[config.mk]
export PLATFORM = sky130hd
export DESIGN_NAME = dtv_cell
export DESIGN_NICKNAME = d
export VERILOG_FILES = /design/src/sv/dtv_pkg.sv /design/src/sv/dtv_cell.sv
export SDC_FILE = /design/constraint.sdc
export NUM_CORES = 1
export LEC_CHECK = 0
export BUFFER_PORTS_ARGS = -buffer_cell sky130_fd_sc_hd__clkbuf_2
export CAP_MARGIN = 0
export CORE_AREA = 2 2 73 75
export CTS_CLUSTER_DIAMETER = 100
export CTS_CLUSTER_SIZE = 30
export DETAILED_ROUTE_END_ITERATION = 16
export DIE_AREA = 0 0 75 77
export HOLD_SLACK_MARGIN = 0.06
export PLACE_DENSITY = 0.77
export SLEW_MARGIN = 40
export SYNTH_ARGS = -nofsm -noshare
export SYNTH_HDL_FRONTEND = slang
export SYNTH_SLANG_ARGS = --single-unit
[constraint.sdc]
create_clock -name clk -period 4.6 [get_ports clk]
set_input_delay 0.23 -clock clk [delete_from_list [all_inputs] [get_ports clk]]
set_output_delay 0.23 -clock clk [all_outputs]
set_load 0.005 [all_outputs]
[src/sv/dtv_pkg.sv]
// ----------------------------------------------------------------------------
// dtv_pkg
// Shared types and codes for the decimal token validator.
// ----------------------------------------------------------------------------
package dtv_pkg;

  // action codes carried in tuser
  localparam logic [1:0] ACT_CHAR  = 2'd0;
  localparam logic [1:0] ACT_END   = 2'd1;
  localparam logic [1:0] ACT_CLEAR = 2'd2;

  // result status codes
  localparam logic [2:0] ST_OK    = 3'd0;
  localparam logic [2:0] ST_SYNTAX = 3'd1;
  localparam logic [2:0] ST_RANGE = 3'd2;
  localparam logic [2:0] ST_DUP   = 3'd3;
  localparam logic [2:0] ST_FULL  = 3'd4;

  // magnitude saturation point, 2^31
  localparam logic [31:0] MAG_LIMIT = 32'h8000_0000;

  // probe word that walks down the cell chain
  typedef struct packed {
    logic        valid;
    logic        hit;
    logic [31:0] value;
  } probe_t;

  // parser verdict for the token collected so far
  typedef struct packed {
    logic        syntax_bad;
    logic        out_of_range;
    logic [31:0] value;
  } parse_t;

endpackage

[src/sv/dtv_cell.sv]
// ----------------------------------------------------------------------------
// dtv_cell
// One stored-set entry; compares the passing probe and hands it on.
// ----------------------------------------------------------------------------
module dtv_cell
  import dtv_pkg::*;
#(
  parameter int CNT_W = 10,
  parameter int INDEX = 0
) (
  input  logic             clk,
  input  logic             rst,
  input  logic [CNT_W-1:0] count,    // entries below count are live
  input  logic             wr_en,
  input  logic [CNT_W-1:0] wr_addr,
  input  logic [31:0]      wr_data,
  input  probe_t           probe_in,
  output probe_t           probe_out
);

  logic [31:0] stored;
  logic        live;

  assign live = CNT_W'(INDEX) < count;

  // entry write
  always_ff @(posedge clk) begin
    if (wr_en && wr_addr == CNT_W'(INDEX)) begin
      stored <= wr_data;
    end
  end

  // probe stage; only the valid bit needs a reset
  always_ff @(posedge clk) begin
    probe_out.value <= probe_in.value;
    probe_out.hit   <= probe_in.hit || (live && probe_in.value == stored);
    if (rst) begin
      probe_out.valid <= 1'b0;
    end else begin
      probe_out.valid <= probe_in.valid;
    end
  end

endmodule

==> impl_metrics.toml, run 1 <==
[status]
outcome = "finished, final reports clean"

[routing]
drc = 0
detail-route-antenna-nets = 0
firstDrtPassIters = 4
vias_per_cell = 4.47
drtIter0Drc = 70
routed_wl_mm = 6.36
vias = 1707
routedWlPerCell_um = 16.7

[cells_and_area]
drive_gt1_share_pct = 45.2
final_cells = 382
seq_area_um2 = 1640
fin_nets = 396
syn2layout_area_growth_pct = 71.3
n_fill_cell = 310
multi_input_area_um2 = 420
diodes = 0

[power_and_ir_drop]
vdd_ir_drop_max_v = 0.000440
power.leakage_nw = 1.52
p_per_area_nw_per_um2 = 350

[critical_path]
rr_endpoint = "probe_out[32]"
cp_max_fo = 32
r2r_slack_ns = 3.30
arrival_ns = 1.48
reg2regPathDepth = 4
start_kind = "primary input"
endpoint_kind = "flop"
path_class = "in2reg"
r2r-start = "stored[12]"
cp.required_ns = 4.59

[clock_tree]
cts_max_level = 3
cts_buffers = 9
clk_latency_ns = 0.34
cts.sink_count = 66
root_buffer = "clkbuf_8"
cts.clk_slew.worst_paths_ns = 0.07
cts.path.max_buffers = 2
cts_tree = "done"
post_cts_resize_count = 0

[sta]
hold_viol_final = 0
slew_headroom_pct = 71.6
skew_ns = 0.00672
drv_slew = 0
timing.final.crit_period_ns = 1.49
setup_viol = 0
max_freq_ghz = 0.671
final.period_utilization_pct = 32.4
tns_ns = 0
tightest_slew_ns = 0.420
rsz0062_at_grt = "false"

[yosys]
synth_top_family_by_area = "XOR/XNOR gates"
synth_common_cells = "dfxtp_1, edfxtp_1, xnor2_1"
synthDistinctLibCells = 14
syn-num-nets = 206
ys.flop_type = "dfxtp_1"
syn_avg_cell_area_um2 = 17.6
syn_inst = 117
synth_edf_count = 32
synthMuxAreaShare_pct = 0
netlist.area_leader.share_pct = 46.7
yosys_warnings = 0
ys_seq_area_share_pct = 79.9
synthTopCellsByArea = "edfxtp_1, dfxtp_1, xnor2_1, xor2_1, nand4_1"
synth_compound_area_share_pct = 0.487
synth_area_um2 = 2060
yosysMostFrequentCell = "dfxtp_1"
ys_async_sr_fraction_pct = 0
synth-adder-area-share_pct = 0
yosys_register_bits = 66
yosysTopAreaCell = "edfxtp_1"
synth-xor-area-share_pct = 13.6
synthSimpleGateAreaFrac_pct = 6.03

[global_routing]
grt_pass1_vias = 1951
grt_max_degree = 33
grt.total_usage_pct = 21.9
grt_overflow = 0
antenna_found_initial = 0
grt_pass1_wl_mm = 8.99

[flow_run]
max_cap_violations = 0

[placed_design]
gp_congestion = 0.712
numPlacedInstances = 310
port-buffer-count = 122

[hold_path]
whs_path_depth = 1
worstHoldStart = "wr_data[16]"
hold_class = "in2reg"
whs_endpoint = "stored[16]"

[die]
die_x_um = 75
core_region_area_um2 = 4980
ioPinCount = 123
die_y_um = 77
dieArea_um2 = 5780
initial_core_util_pct = 41.3
rows = 26
## placed cells by master, fill, tap and decap left out, types with 2 or more instances in the layout
cell type      Yosys  layout
clkbuf_2           0     122
dlygate4sd3_1      0      56
dfxtp_1           34      34
edfxtp_1          32      32
xnor2_1           24      24
clkbuf_8           0      10
xor2_1             8       8
nand4_1            6       6
nor4_1             5       4
clkinv_2           0       3
nor4_2             1       2
## metrics by stage
step           utilization (%)  instance area [um^2]  hold WS, ns  setup slack [ns]  total power, mW
2_1_floorplan                -                  2060        0.258             0.445            0.665
5_1_grt                   70.8                  3520       0.0598              3.00             1.27
6_report                  70.8                  3520       0.0758              3.11             1.23
4_1_cts                   69.6                  3460       0.0601              3.12             1.22
3_5_place_dp              55.6                  2770        0.363              3.00            0.726
3_3_place_gp              55.6                  2770        0.363              3.01            0.723
## worst max path at each step
| stage | depth (start not counted) | startpoint | to | slack (ns) |
|---|---|---|---|---|
| 2_1_floorplan | 3 | wr_addr[6] | stored[0] | 0.44 |
| 3_3_place_gp | 5 | wr_addr[6] | stored[13] | 3.01 |
| 3_5_place_dp | 5 | wr_addr[6] | stored[12] | 3.00 |
| 4_1_cts | 6 | probe_in[9] | probe_out[32] | 3.12 |
| 5_1_grt | 5 | wr_addr[6] | stored[19] | 3.00 |
| 6_report | 5 | wr_addr[6] | stored[7] | 3.11 |
## power breakdown
part           switching, mW  internal (mW)
Sequential           0.00489          0.631
Clock                  0.215          0.260
Combinational         0.0435         0.0774
Total                  0.264          0.968
## worst max-delay path, stage by stage
cell and delay (ns):
clkbuf_2 0.10, nor4b_1 0.43, nand2_1 0.16, nor4_2 0.15, buf_4 0.40
## timing repair
| action | in CTS | in global routing |
|---|---|---|
| endpoints found under the setup margin | 0 | 0 |
| setup buffers | 0 | 0 |
| hold buffers | 50 | 6 |
| hold endpoints to repair | 50 | 6 |
## cell families after synthesis
family | Yosys count
flops | 66
xor+xnor | 32
simple gates | 18
compound gates | 1
## flip-flops by register name (all words and copies together) (netlist names)
register	flops
probe_out	34
stored	32
## layout make-up
class                   instances  share of cell area, %
flip-flops and latches         66                   46.6
repair buffers                179                   33.5
multi-input cells              51                   11.9
clock buffers                  10                   3.91
well taps                      70                   2.49
clock inverters                 6                   1.60
## metal layers
metal	routed length, um	vias up	share of wire (%)	track usage (%)
met3	556	11	8.7	7.49
met4	131	0	2.1	10.7
met1	2160	790	34	21.4
li1	-	803	-	-
met2	3510	103	55	39.5
met5	0	-	0	0
(Power assumes the default switching activity.)
==> run 2, diff against run 1 <==
clock period = 1.42 ns   (was 4.6 ns; I/O delays follow)
==> run 2 against run 1 <==
Sequential share of layout area shrank 1.8 points. Power grew to 3.2 times the previous value. Sequential power grew to 3.2 times the previous value. Via count is 4.6% higher. Register-to-register slack worse by 3.3 ns. Critical path type is now reg2reg. Critical endpoint is now probe_out[32]. Largest power group unchanged.
==> impl_metrics.toml, run 2 (synthesis results as in run 1) <==
[status]
outcome = "finished, final reports clean"

[placed_design]
port-buffer-count = 122
place_hpwl_mm = 3.61
gp_congestion = 0.768

[cells_and_area]
diodes = 0
syn2layout_area_growth_pct = 78.3
largest_reg_flops = 34
final_cell_mix = "clkbuf_2, dlygate4sd3_1, dfxtp_1, edfxtp_1, xnor2_1"
regMostFlops = "probe_out"
final_common_cell = "clkbuf_2"
drive_gt1_share_pct = 44.4
biggestRegsByFlops = "probe_out: 34 flops, stored: 32 flops"
fin_nets = 408

[hold_path]
hold_class = "in2reg"
whs_endpoint = "stored[11]"
worstHoldStart = "wr_addr[1]"
whs_path_depth = 3

[clock_tree]
cts_tree = "done"
cts.path.max_buffers = 2
cts.clk_slew.worst_paths_ns = 0.07
cts_buffers = 9
clk_latency_ns = 0.33
root_buffer = "clkbuf_8"
cts.sink_count = 66
cts_max_level = 3

[die]
rows = 26
initial_core_util_pct = 41.3
core_region_area_um2 = 4980
dieArea_um2 = 5780
ioPinCount = 123
die_x_um = 75
die_y_um = 77

[sta]
drv_slew = 0
hold_viol_final = 0
final.period_utilization_pct = 96.6
setup_viol = 0
tightest_slew_ns = 0.378
slew_headroom_pct = 74.6
timing.final.crit_period_ns = 1.37
skew_ns = 0.00463
max_freq_ghz = 0.729
rsz0062_at_grt = "false"
hold-worst-slack_ns = 0.275

[critical_path]
r2r-start = "stored[7]"
path_cells = "xnor2_1 > nand4_1 > nor3_1 > a41o_1"
r2r_slack_ns = 0.05
rr_endpoint = "probe_out[32]"
cp_max_fo = 1
arrival_ns = 1.65
endpoint_kind = "flop"
cpMaxStageDelayCell = "edfxtp_1"
cpPeakStageDelay_ns = 0.39
path_class = "reg2reg"
cp.required_ns = 1.69
start_kind = "flop"
reg2regPathDepth = 4

[routing]
detail-route-antenna-nets = 0
vias = 1786
drtIter0Drc = 107
drc = 0
firstDrtPassIters = 4
routed_wl_mm = 6.61
vias_per_cell = 4.53
routedWlPerCell_um = 16.8

[flow_run]
max_cap_violations = 0

[global_routing]
grt_max_degree = 17
grt_pass1_wl_mm = 9.97
grt_overflow = 0
antenna_found_initial = 0
grt_pass1_vias = 2083
grt.total_usage_pct = 24.4

[power_and_ir_drop]
report.power.total_mw = 3.95
p_per_area_nw_per_um2 = 1080
power.leakage_nw = 1.58
vdd_ir_drop_max_v = 0.00118
-- run 2: cell types whose count changed in the layout (fill, tap and decap cells not counted), sizes merged --
cell / change
clkinv: -2
clkbuf: +4
bufinv: -1
clkinvlp: -1
dlygate4sd3: +11
buf: +1
-- run 2: metal layers --
metal / share of wire, % / track usage [%]
met1: 32 / 23.6
met2: 57 / 44.0
met3: 7.5 / 8.67
met4: 3.2 / 11.8
met5: 0 / 0
-- run 2: worst max path at each step --
stage / start / to / slack, ns / depth (start not counted)
2_1_floorplan: wr_addr[6] / stored[0] / -0.47 / 3
3_3_place_gp: count[4] / probe_out[32] / 0.003 / 5
3_5_place_dp: count[4] / probe_out[32] / 0.009 / 5
4_1_cts: stored[9] / probe_out[32] / 0.13 / 4
5_1_grt: stored[25] / probe_out[32] / 0.004 / 4
6_report: stored[7] / probe_out[32] / 0.05 / 4
-- run 2: repair_timing --
action                                  CTS  global route
setup buffers                             0             0
endpoints found under the setup margin    0             1
gates resized for setup                   0             1
endpoints found under the hold margin    66             0
hold buffers                             67             0
-- run 2: layout make-up --
type                    count  area [um^2]
repair buffers            191         1300
flip-flops and latches     66         1640
multi-input cells          51          457
fillers                   282         1310
clock inverters             2         10.0
clock buffers              14          173
well taps                  70         87.6
-- run 2: report_power, final --
| group | switching, mW | total, mW | leakage (nW) | internal (mW) |
|---|---|---|---|---|
| clock network | 0.685 | 1.46 | 0.0965 | 0.774 |
| logic | 0.154 | 0.426 | 0.912 | 0.273 |
| registers | 0.0162 | 2.06 | 0.574 | 2.04 |
-- run 2: worst max-delay path, delay by kind of cell, from the launching register on --
kind	cells	cell delay, ns
AO/OA/AOI/OAI	1	0.22
XOR/XNOR	1	0.25
AND/OR/NAND/NOR	2	0.46
flip-flops	1	0.39
-- run 2: through the flow --
| step | instances | cell area, um^2 | utilization (%) | setup slack (ns) | TNS, ns |
|---|---|---|---|---|---|
| 2_1_floorplan | 117 | 2090 | - | -0.470 | -15.04 |
| 4_1_cts | 394 | 3660 | 73.5 | 0.127 | 0 |
| 3_3_place_gp | 311 | 2810 | 56.4 | 0.00259 | 0 |
| 6_report | 394 | 3660 | 73.6 | 0.0485 | 0 |
| 3_5_place_dp | 311 | 2810 | 56.4 | 0.00870 | 0 |
| 5_1_grt | 394 | 3660 | 73.6 | 0.00439 | 0 |
