[src/sv/dtv_pkg.sv]
// ----------------------------------------------------------------------------
// dtv_pkg
// Shared types and codes for the decimal token validator.
// ----------------------------------------------------------------------------
package dtv_pkg;

  // action codes carried in tuser
  localparam logic [1:0] ACT_CHAR  = 2'd0;
  localparam logic [1:0] ACT_END   = 2'd1;
  localparam logic [1:0] ACT_CLEAR = 2'd2;

  // result status codes
  localparam logic [2:0] ST_OK    = 3'd0;
  localparam logic [2:0] ST_SYNTAX = 3'd1;
  localparam logic [2:0] ST_RANGE = 3'd2;
  localparam logic [2:0] ST_DUP   = 3'd3;
  localparam logic [2:0] ST_FULL  = 3'd4;

  // magnitude saturation point, 2^31
  localparam logic [31:0] MAG_LIMIT = 32'h8000_0000;

  // probe word that walks down the cell chain
  typedef struct packed {
    logic        valid;
    logic        hit;
    logic [31:0] value;
  } probe_t;

  // parser verdict for the token collected so far
  typedef struct packed {
    logic        syntax_bad;
    logic        out_of_range;
    logic [31:0] value;
  } parse_t;

endpackage

[src/sv/dtv_parse.sv]
// ----------------------------------------------------------------------------
// dtv_parse
// Character-at-a-time token parser with saturating decimal magnitude.
// ----------------------------------------------------------------------------
module dtv_parse
  import dtv_pkg::*;
(
  input  logic         clk,
  input  logic         rst,
  input  logic         char_en,   // one character this cycle
  input  logic [7:0]   char_byte,
  input  logic         restart,   // token end: back to leading blanks
  output parse_t       verdict
);

  localparam logic [1:0] PH_LEAD  = 2'd0;
  localparam logic [1:0] PH_SIGN  = 2'd1;
  localparam logic [1:0] PH_DIGIT = 2'd2;

  localparam logic [7:0] CH_SPACE = 8'd32;
  localparam logic [7:0] CH_TAB   = 8'd9;
  localparam logic [7:0] CH_CR    = 8'd13;
  localparam logic [7:0] CH_PLUS  = 8'd43;
  localparam logic [7:0] CH_MINUS = 8'd45;
  localparam logic [7:0] CH_ZERO  = 8'd48;
  localparam logic [7:0] CH_NINE  = 8'd57;

  logic [1:0]  phase, phase_next;
  logic        neg, neg_next;
  logic [31:0] mag, mag_next;
  logic        ovf, ovf_next;
  logic        bad, bad_next;

  logic        is_digit;
  logic        is_blank;
  logic [3:0]  digit;
  logic [35:0] prod;

  assign is_digit = (char_byte >= CH_ZERO) && (char_byte <= CH_NINE);
  assign is_blank = (char_byte == CH_SPACE) ||
                    ((char_byte >= CH_TAB) && (char_byte <= CH_CR));
  assign digit    = 4'(char_byte - CH_ZERO);
  // mag * 10 + digit
  assign prod     = ({4'd0, mag} << 3) + ({4'd0, mag} << 1) + 36'(digit);

  // next-state for one character
  always_comb begin
    phase_next = phase;
    neg_next   = neg;
    mag_next   = mag;
    ovf_next   = ovf;
    bad_next   = bad;
    if (char_en && !bad) begin
      if (is_digit) begin
        phase_next = PH_DIGIT;
        if (!ovf) begin
          if (prod > 36'(MAG_LIMIT)) begin
            ovf_next = 1'b1;
            mag_next = MAG_LIMIT;
          end else begin
            mag_next = prod[31:0];
          end
        end
      end else if (phase == PH_LEAD && is_blank) begin
        phase_next = phase;
      end else if (phase == PH_LEAD &&
                   (char_byte == CH_PLUS || char_byte == CH_MINUS)) begin
        neg_next   = (char_byte == CH_MINUS);
        phase_next = PH_SIGN;
      end else begin
        bad_next = 1'b1;
      end
    end
  end

  always_ff @(posedge clk) begin
    if (rst || restart) begin
      phase <= PH_LEAD;
      neg   <= 1'b0;
      mag   <= '0;
      ovf   <= 1'b0;
      bad   <= 1'b0;
    end else begin
      phase <= phase_next;
      neg   <= neg_next;
      mag   <= mag_next;
      ovf   <= ovf_next;
      bad   <= bad_next;
    end
  end

  // verdict on the token as it stands
  assign verdict.syntax_bad   = bad || (phase != PH_DIGIT);
  assign verdict.out_of_range = ovf || (!neg && mag[31]);
  assign verdict.value        = neg ? (32'd0 - mag) : mag;

endmodule

[config.mk]
export PLATFORM = sky130hd
export DESIGN_NAME = dtv_parse
export DESIGN_NICKNAME = d
export VERILOG_FILES = /design/src/sv/dtv_pkg.sv /design/src/sv/dtv_parse.sv
export SDC_FILE = /design/constraint.sdc
export NUM_CORES = 1
export LEC_CHECK = 0
export BUFFER_PORTS_ARGS = -buffer_cell sky130_fd_sc_hd__buf_2
export CAP_MARGIN = 20
export CORE_MARGIN = 8
export CORE_UTILIZATION = 35
export CTS_CLUSTER_DIAMETER = 50
export DETAILED_ROUTE_END_ITERATION = 6
export PLACE_DENSITY = 0.6
export SYNTH_ARGS = -nofsm -noshare
export SYNTH_HDL_FRONTEND = slang
export SYNTH_SLANG_ARGS = --single-unit
[constraint.sdc]
create_clock -name clk -period 5.4 [get_ports clk]
set_input_delay 1.35 -clock clk [delete_from_list [all_inputs] [get_ports clk]]
set_output_delay 1.35 -clock clk [all_outputs]
set_load 0.02 [all_outputs]
==> results of run 1 <==
## layout by cell type, fill, tap and decap left out, drive strengths merged, types with 4 or more instances in the layout
cell / n
or2: 5
o21bai: 6
o211ai: 6
a22o: 8
clkbuf: 5
a21o: 15
or4: 12
dfxtp: 37
nor3: 12
o31ai: 13
inv: 15
a21oi: 34
nand4: 11
nand3: 24
ha: 64
o2111ai: 4
a31oi: 4
o41ai: 5
o21ai: 53
nor2: 31
xor2: 9
nor3b: 4
buf: 51
nand2: 66
xnor2: 41
a21boi: 5
or3: 10
a41oi: 5
and2: 5
a211oi: 8
o21a: 8
## cells by family after synthesis
group | count (synthesis) | share of synthesized area (%)
simple gates | 205 | 24.25
compound gates | 186 | 27.29
fa+ha+maj | 66 | 18.62
xor+xnor | 50 | 9.698
buf+inv | 41 | 3.519
flops | 37 | 16.40
mux | 1 | 0.2217
## power groups by stage
stage | clock network (mW) | registers, mW | logic, mW
global route | 0.391 | 0.274 | 0.0294
detailed placement | 0 | 0.280 | 0.0252
global placement | 0 | 0.280 | 0.0247
CTS | 0.377 | 0.274 | 0.0254
finish | 0.371 | 0.274 | 0.0263
floorplan | 0 | 0.280 | 0.0148
## cell usage after synthesis, drive strengths merged, types with 9 or more instances
cell,number
ha,64
or4,12
nand2,66
a21oi,34
nor2,31
nor3,12
nand4,11
o31ai,13
xnor2,41
o21ai,53
nand3,24
xor2,9
a21o,15
inv,15
dfxtp,37
or3,10
clkbuf,23
## flip-flops by register name, indices dropped and copies added (netlist names)
| signal | flops |
|---|---|
| neg | 1 |
| bad | 1 |
| ovf | 1 |
| phase | 2 |
| mag | 32 |
## critical path, cell delays in order (launching register included)
cell and delay [ps]:
dfxtp_1 350, inv_1 140, ha_1 190, nand2_1 70, or3_1 360, or2_4 270, or4_4 490, or4_4 480
or3_4 370, o31ai_2 220, xnor2_1 140, buf_2 180
## worst paths after layout
| path | from | to | slack, ps | depth (start not counted) |
|---|---|---|---|---|
| min reg2reg | phase[1]$_SDFFE_PP0P_ | phase[1]$_SDFFE_PP0P_ | 460 | 2 |
| max reg2reg | mag[2]$_SDFFE_PP0P_ | ovf$_SDFFE_PP0P_ | 1370 | 12 |
| max | mag[0]$_SDFFE_PP0P_ | verdict[28] | 520 | 11 |
| min | phase[1]$_SDFFE_PP0P_ | phase[1]$_SDFFE_PP0P_ | 460 | 2 |
## layout make-up
cell class | count | area, µm² | area share, %
inverters | 15 | 56.30 | 1.097
flip-flops and latches | 37 | 740.7 | 14.43
clock buffers | 5 | 125.1 | 2.437
multi-input cells | 508 | 3637 | 70.85
repair buffers | 51 | 294.0 | 5.728
clock inverters | 3 | 65.06 | 1.267
well taps | 172 | 215.2 | 4.192
## layer usage
metal | vias up | global-route usage (%) | part of all wire, %
met5 | - | 0 | 0
met4 | 0 | 3.893 | 1.4
met3 | 14 | 1.520 | 6.1
met2 | 130 | 24.69 | 43
met1 | 2127 | 22.57 | 49
li1 | 2279 | - | -
## per-stage QoR
step	utilization (%)	hold slack (ps)	setup slack [ps]
after floorplan	-	438.2	959.6
after global placement	38.87	449.6	478.3
after detailed placement	38.87	460.5	404.9
after CTS	40.37	467.9	512.2
after global routing	40.68	492.0	378.1
final	40.68	464.5	520.9
==> flow_metrics.tcl, run 1 <==
set metrics [dict create \
    hold_viol_final 0 \
    ys_ff_latch 37 \
    gp_congestion 0.8856 \
    fin_area_um2 5134 \
    rows 41 \
    routedWlPerCell_um 16.82 \
    ys.flop_type "dfxtp_1" \
    clk_latency_ps 280 \
    worst_pin_slew_ps 751.9 \
    p_leak_nw 2.415 \
    grt_first_pass_wirelength_um 21620 \
    antenna_found_initial 0 \
    p_int_mw 0.5471 \
    firstDrtPassIters 5 \
    drc 0 \
    yosys.area.top_type "ha_1" \
    clkTransAtPathRegs_ps 50 \
    crit_type "reg -> out" \
    relSlewSlack_pct 49.34 \
    clockBufferDepth 2 \
    hold_class "reg -> reg" \
    synthCells 586 \
    power_mw 0.6717 \
    max_freq_mhz 205.0 \
    crit_fanout 6 \
    p_per_area_nw_per_um2 130.8 \
    grt_start_max_net_pins 34 \
    status "finished, final reports clean" \
    syn_avg_cell_area_um2 7.706 \
    dp_hpwl_um 11020 \
    clkSinkCount 37 \
    startpoint_type "register" \
    die_w_um 129.6 \
    p_clk_share_pct 55.3 \
    max_cap_violations 0 \
    rsz0062_at_grt "no" \
    viasPerCell 5.752 \
    synth_area_um2 4516 \
    power.share.switching_pct 18.55 \
    worst_clock_skew_ps 4.101 \
    netlist.area_leader.share_pct 17.73 \
    drtAntennaViolNets 0 \
    num_io_pins 46 \
    final_max_slew_viol_count 0 \
    synth_fp_nets 664 \
    critPathArrivalTime_ps 3530 \
    port-buffer-count 45 \
    post_cts_resized 0 \
    power_switching_mw 0.1246 \
    critical_path_required_ps 4050 \
    core-area_um2 12620 \
    place_inst 781 \
    drive_gt1_share_pct 12.92 \
    nets 696 \
    seq_power_share_pct 40.8 \
    period_minus_slack_ps 4879 \
    final.setup.tns_ps 0 \
    yosys_warnings 0 \
    ir_worst_vdd_uv 101.6 \
    synth_cell_types 67 \
    area_growth_syn_to_layout_pct 13.69 \
    gr-total-overflow 0 \
    numCtsBuffers 5 \
    combPwrFrac_pct 3.9 \
    drt_iter0_drc 419 \
    die_h_um 129.6 \
    final_cells 791 \
    track_usage_pct 15.77 \
    die_area_um2 16790 \
    antennaDiodeCount 0 \
    vias 4550 \
    critPathCaptureType "primary output" \
    h-tree-depth 2 \
    grt_pass1_vias 4204 \
    fin_crit_sh_pct 90.35 \
    wl_um 13310 \
    ys_top_cells_by_area "ha_1 (18%), dfxtp_1 (16%), xnor2_1 (8.0%)" \
    holdBufCountCts 0 \
    post_cts_buffers 0 \
    setup_viol 0 \
    start_util_pct 35.78 \
    async_flop_share_pct 0 \
    dpl_cell_area_um2 4905 \
    ys_seq_area_share_pct 16.40 \
    cts-root-buf "clkbuf_16" \
    n_fill_cell 1299 \
    cts_tree "done" \
    synth_edf_count 0 \
]
Note: power is estimated with default switching activity, not from simulation.
==> run 2: changes to the inputs <==
==> constraint.sdc (replaced) <==
create_clock -name clk -period 5.4 [get_ports clk]
set_input_delay 0 -clock clk [delete_from_list [all_inputs] [get_ports clk]]
set_output_delay 0 -clock clk [all_outputs]
set_load 0.02 [all_outputs]
==> flow_metrics.tcl, run 2 (synthesized netlist as in run 1, its figures left out) <==
set metrics [dict create \
    final_max_slew_viol_count 0 \
    met1_usage_pct 21.84 \
    clkSinkCount 37 \
    critical_path_required_ps 5620 \
    cts-root-buf "clkbuf_16" \
    slowest_stage "xnor2_2" \
    setup_slack_ps 1240 \
    post_cts_resized 0 \
    p_clk_share_pct 47.4 \
    multi_input_area_um2 3637 \
    drtAntennaViolNets 0 \
    die_w_um 129.6 \
    worst_clock_skew_ps 4.154 \
    viasPerCell 5.665 \
    worst_pin_slew_ps 1034 \
    r2r_end "mag[28]$_SDFFE_PP0P_" \
    worstHoldStart "char_en" \
    grtUsageMet3_pct 1.027 \
    p_leak_nw 2.383 \
    path_cells "inv_1 -> fa_1 -> inv_1 -> ha_1 -> a211oi_1 -> o21bai_1 -> nand4_1 -> and4b_1 -> o31ai_1 -> xnor2_2 -> nor3b_2 -> a22o_1" \
    hold_depth 3 \
    dp_hpwl_um 10700 \
    seq_power_share_pct 47.9 \
    gp_congestion 0.8694 \
    routedWlPerCell_um 16.21 \
    crit_path_frequent_cell "inv_1" \
    power.share.switching_pct 20.91 \
    num_io_pins 46 \
    rrSetupSlack_ps 1240 \
    clockBufferDepth 2 \
    regMostFlops "mag" \
    final-seq-area_um2 740.7 \
    n_fill_cell 1309 \
    port-buffer-count 45 \
    utilization_pct 40.15 \
    die_h_um 129.6 \
    ir_worst_vdd_uv 98.33 \
    combPwrFrac_pct 4.6 \
    clk_latency_ps 270 \
    layout_common_cells "nand2_1 (66), ha_1 (64), buf_2 (45)" \
    hold_class "in -> reg" \
    crit_fanout 26 \
    p_per_area_nw_per_um2 113.0 \
    grt_pass1_vias 4170 \
    crit_type "reg -> reg" \
    fin_crit_sh_pct 77.04 \
    grt-busiest-layer "met2" \
    period_minus_slack_ps 4160 \
    status "finished, final reports clean" \
    reg2reg_from "mag[0]$_SDFFE_PP0P_" \
    max_cap_violations 0 \
    h-tree-depth 2 \
    die_area_um2 16790 \
    wl_um 12790 \
    hold_viol_final 0 \
    holdBufCountCts 0 \
    critPathLaunch "mag[0]$_SDFFE_PP0P_" \
    final_common_cell "nand2_1" \
    rows 41 \
    largest_reg_flops 32 \
    numCtsBuffers 5 \
    track_usage_pct 15.04 \
    grt_start_max_net_pins 34 \
    core-area_um2 12620 \
    vias 4470 \
    post_cts_buffers 0 \
    power_switching_mw 0.1197 \
    drt_iter0_drc 390 \
    met2_usage_pct 23.58 \
    startpoint_type "register" \
    max_freq_mhz 240.4 \
    max_stage_delay_ps 810 \
    nets 694 \
    critPathCaptureType "register" \
    relSlewSlack_pct 30.71 \
    drive_gt1_share_pct 12.48 \
    p_int_mw 0.4528 \
    area_growth_syn_to_layout_pct 12.22 \
    final.setup.tns_ps 0 \
    setup_viol 0 \
    gr-total-overflow 0 \
    cts_tree "done" \
    critPathArrivalTime_ps 4380 \
    ff2ff_path_depth 12 \
    grt_first_pass_wirelength_um 21140 \
    firstDrtPassIters 5 \
    antennaDiodeCount 0 \
    drc 0 \
    clkTransAtPathRegs_ps 50 \
    holdWs_ps 22.88 \
    antenna_found_initial 0 \
    reg_top3 "mag (32), phase (2)" \
    min_to "bad$_SDFFE_PP0P_" \
    rsz0062_at_grt "no" \
    start_util_pct 35.78 \
    pre_cts_ws_ps 1266 \
]
[run 2: cell count changes in the layout (fill, tap and decap cells not counted), sizes merged]
cell | before | now
bufinv | 2 | 0
buf | 51 | 49
clkbuf | 5 | 6
clkinv | 1 | 2
[run 2: cell type report]
type | instances | share of cell area, %
Tap cell | 172 | 4.247
Clock inverter | 2 | 0.1975
Clock buffer | 6 | 2.543
Timing Repair Buffer | 49 | 5.506
Inverter | 15 | 1.111
Sequential cell | 37 | 14.62
Multi-Input combinational cell | 508 | 71.78
[run 2: power by group through the flow]
stage          logic, mW  clock network (mW)  registers (mW)
2_1_floorplan     0.0148                   0           0.280
3_3_place_gp      0.0250                   0           0.280
5_1_grt           0.0296               0.290           0.274
6_report          0.0266               0.272           0.274
3_5_place_dp      0.0254                   0           0.280
4_1_cts           0.0255               0.275           0.274
[run 2: stage by stage]
stage | std cells | total power [mW] | instance area (µm²)
after floorplan | 586 | 0.2948 | 4516
after global placement | 779 | 0.3051 | 4890
after detailed placement | 779 | 0.3055 | 4890
after CTS | 787 | 0.5746 | 5029
after global routing | 789 | 0.5936 | 5067
final | 789 | 0.5725 | 5067
[run 2: worst max path at each step]
stage / end / slack [ps]
6_report: mag[28]$_SDFFE_PP0P_ / 1240
2_1_floorplan: mag[11]$_SDFFE_PP0P_ / 1920
3_3_place_gp: mag[30]$_SDFFE_PP0P_ / 1400
5_1_grt: mag[23]$_SDFFE_PP0P_ / 830
3_5_place_dp: mag[28]$_SDFFE_PP0P_ / 1270
4_1_cts: mag[28]$_SDFFE_PP0P_ / 1260
[run 2: critical path, delay by kind of cell (launching register included)]
family | cells | cell delay (ps)
compound gates | 4 | 730
xor+xnor | 1 | 810
fa+ha+maj | 2 | 870
buf+inv | 2 | 180
flops | 1 | 390
simple gates | 3 | 1110
[run 2: layer usage]
layer  wire, µm  part of all wire [%]
met3        795                   6.2
met2       5625                    44
met5          0                     0
met4        133                   1.0
met1       6233                    49
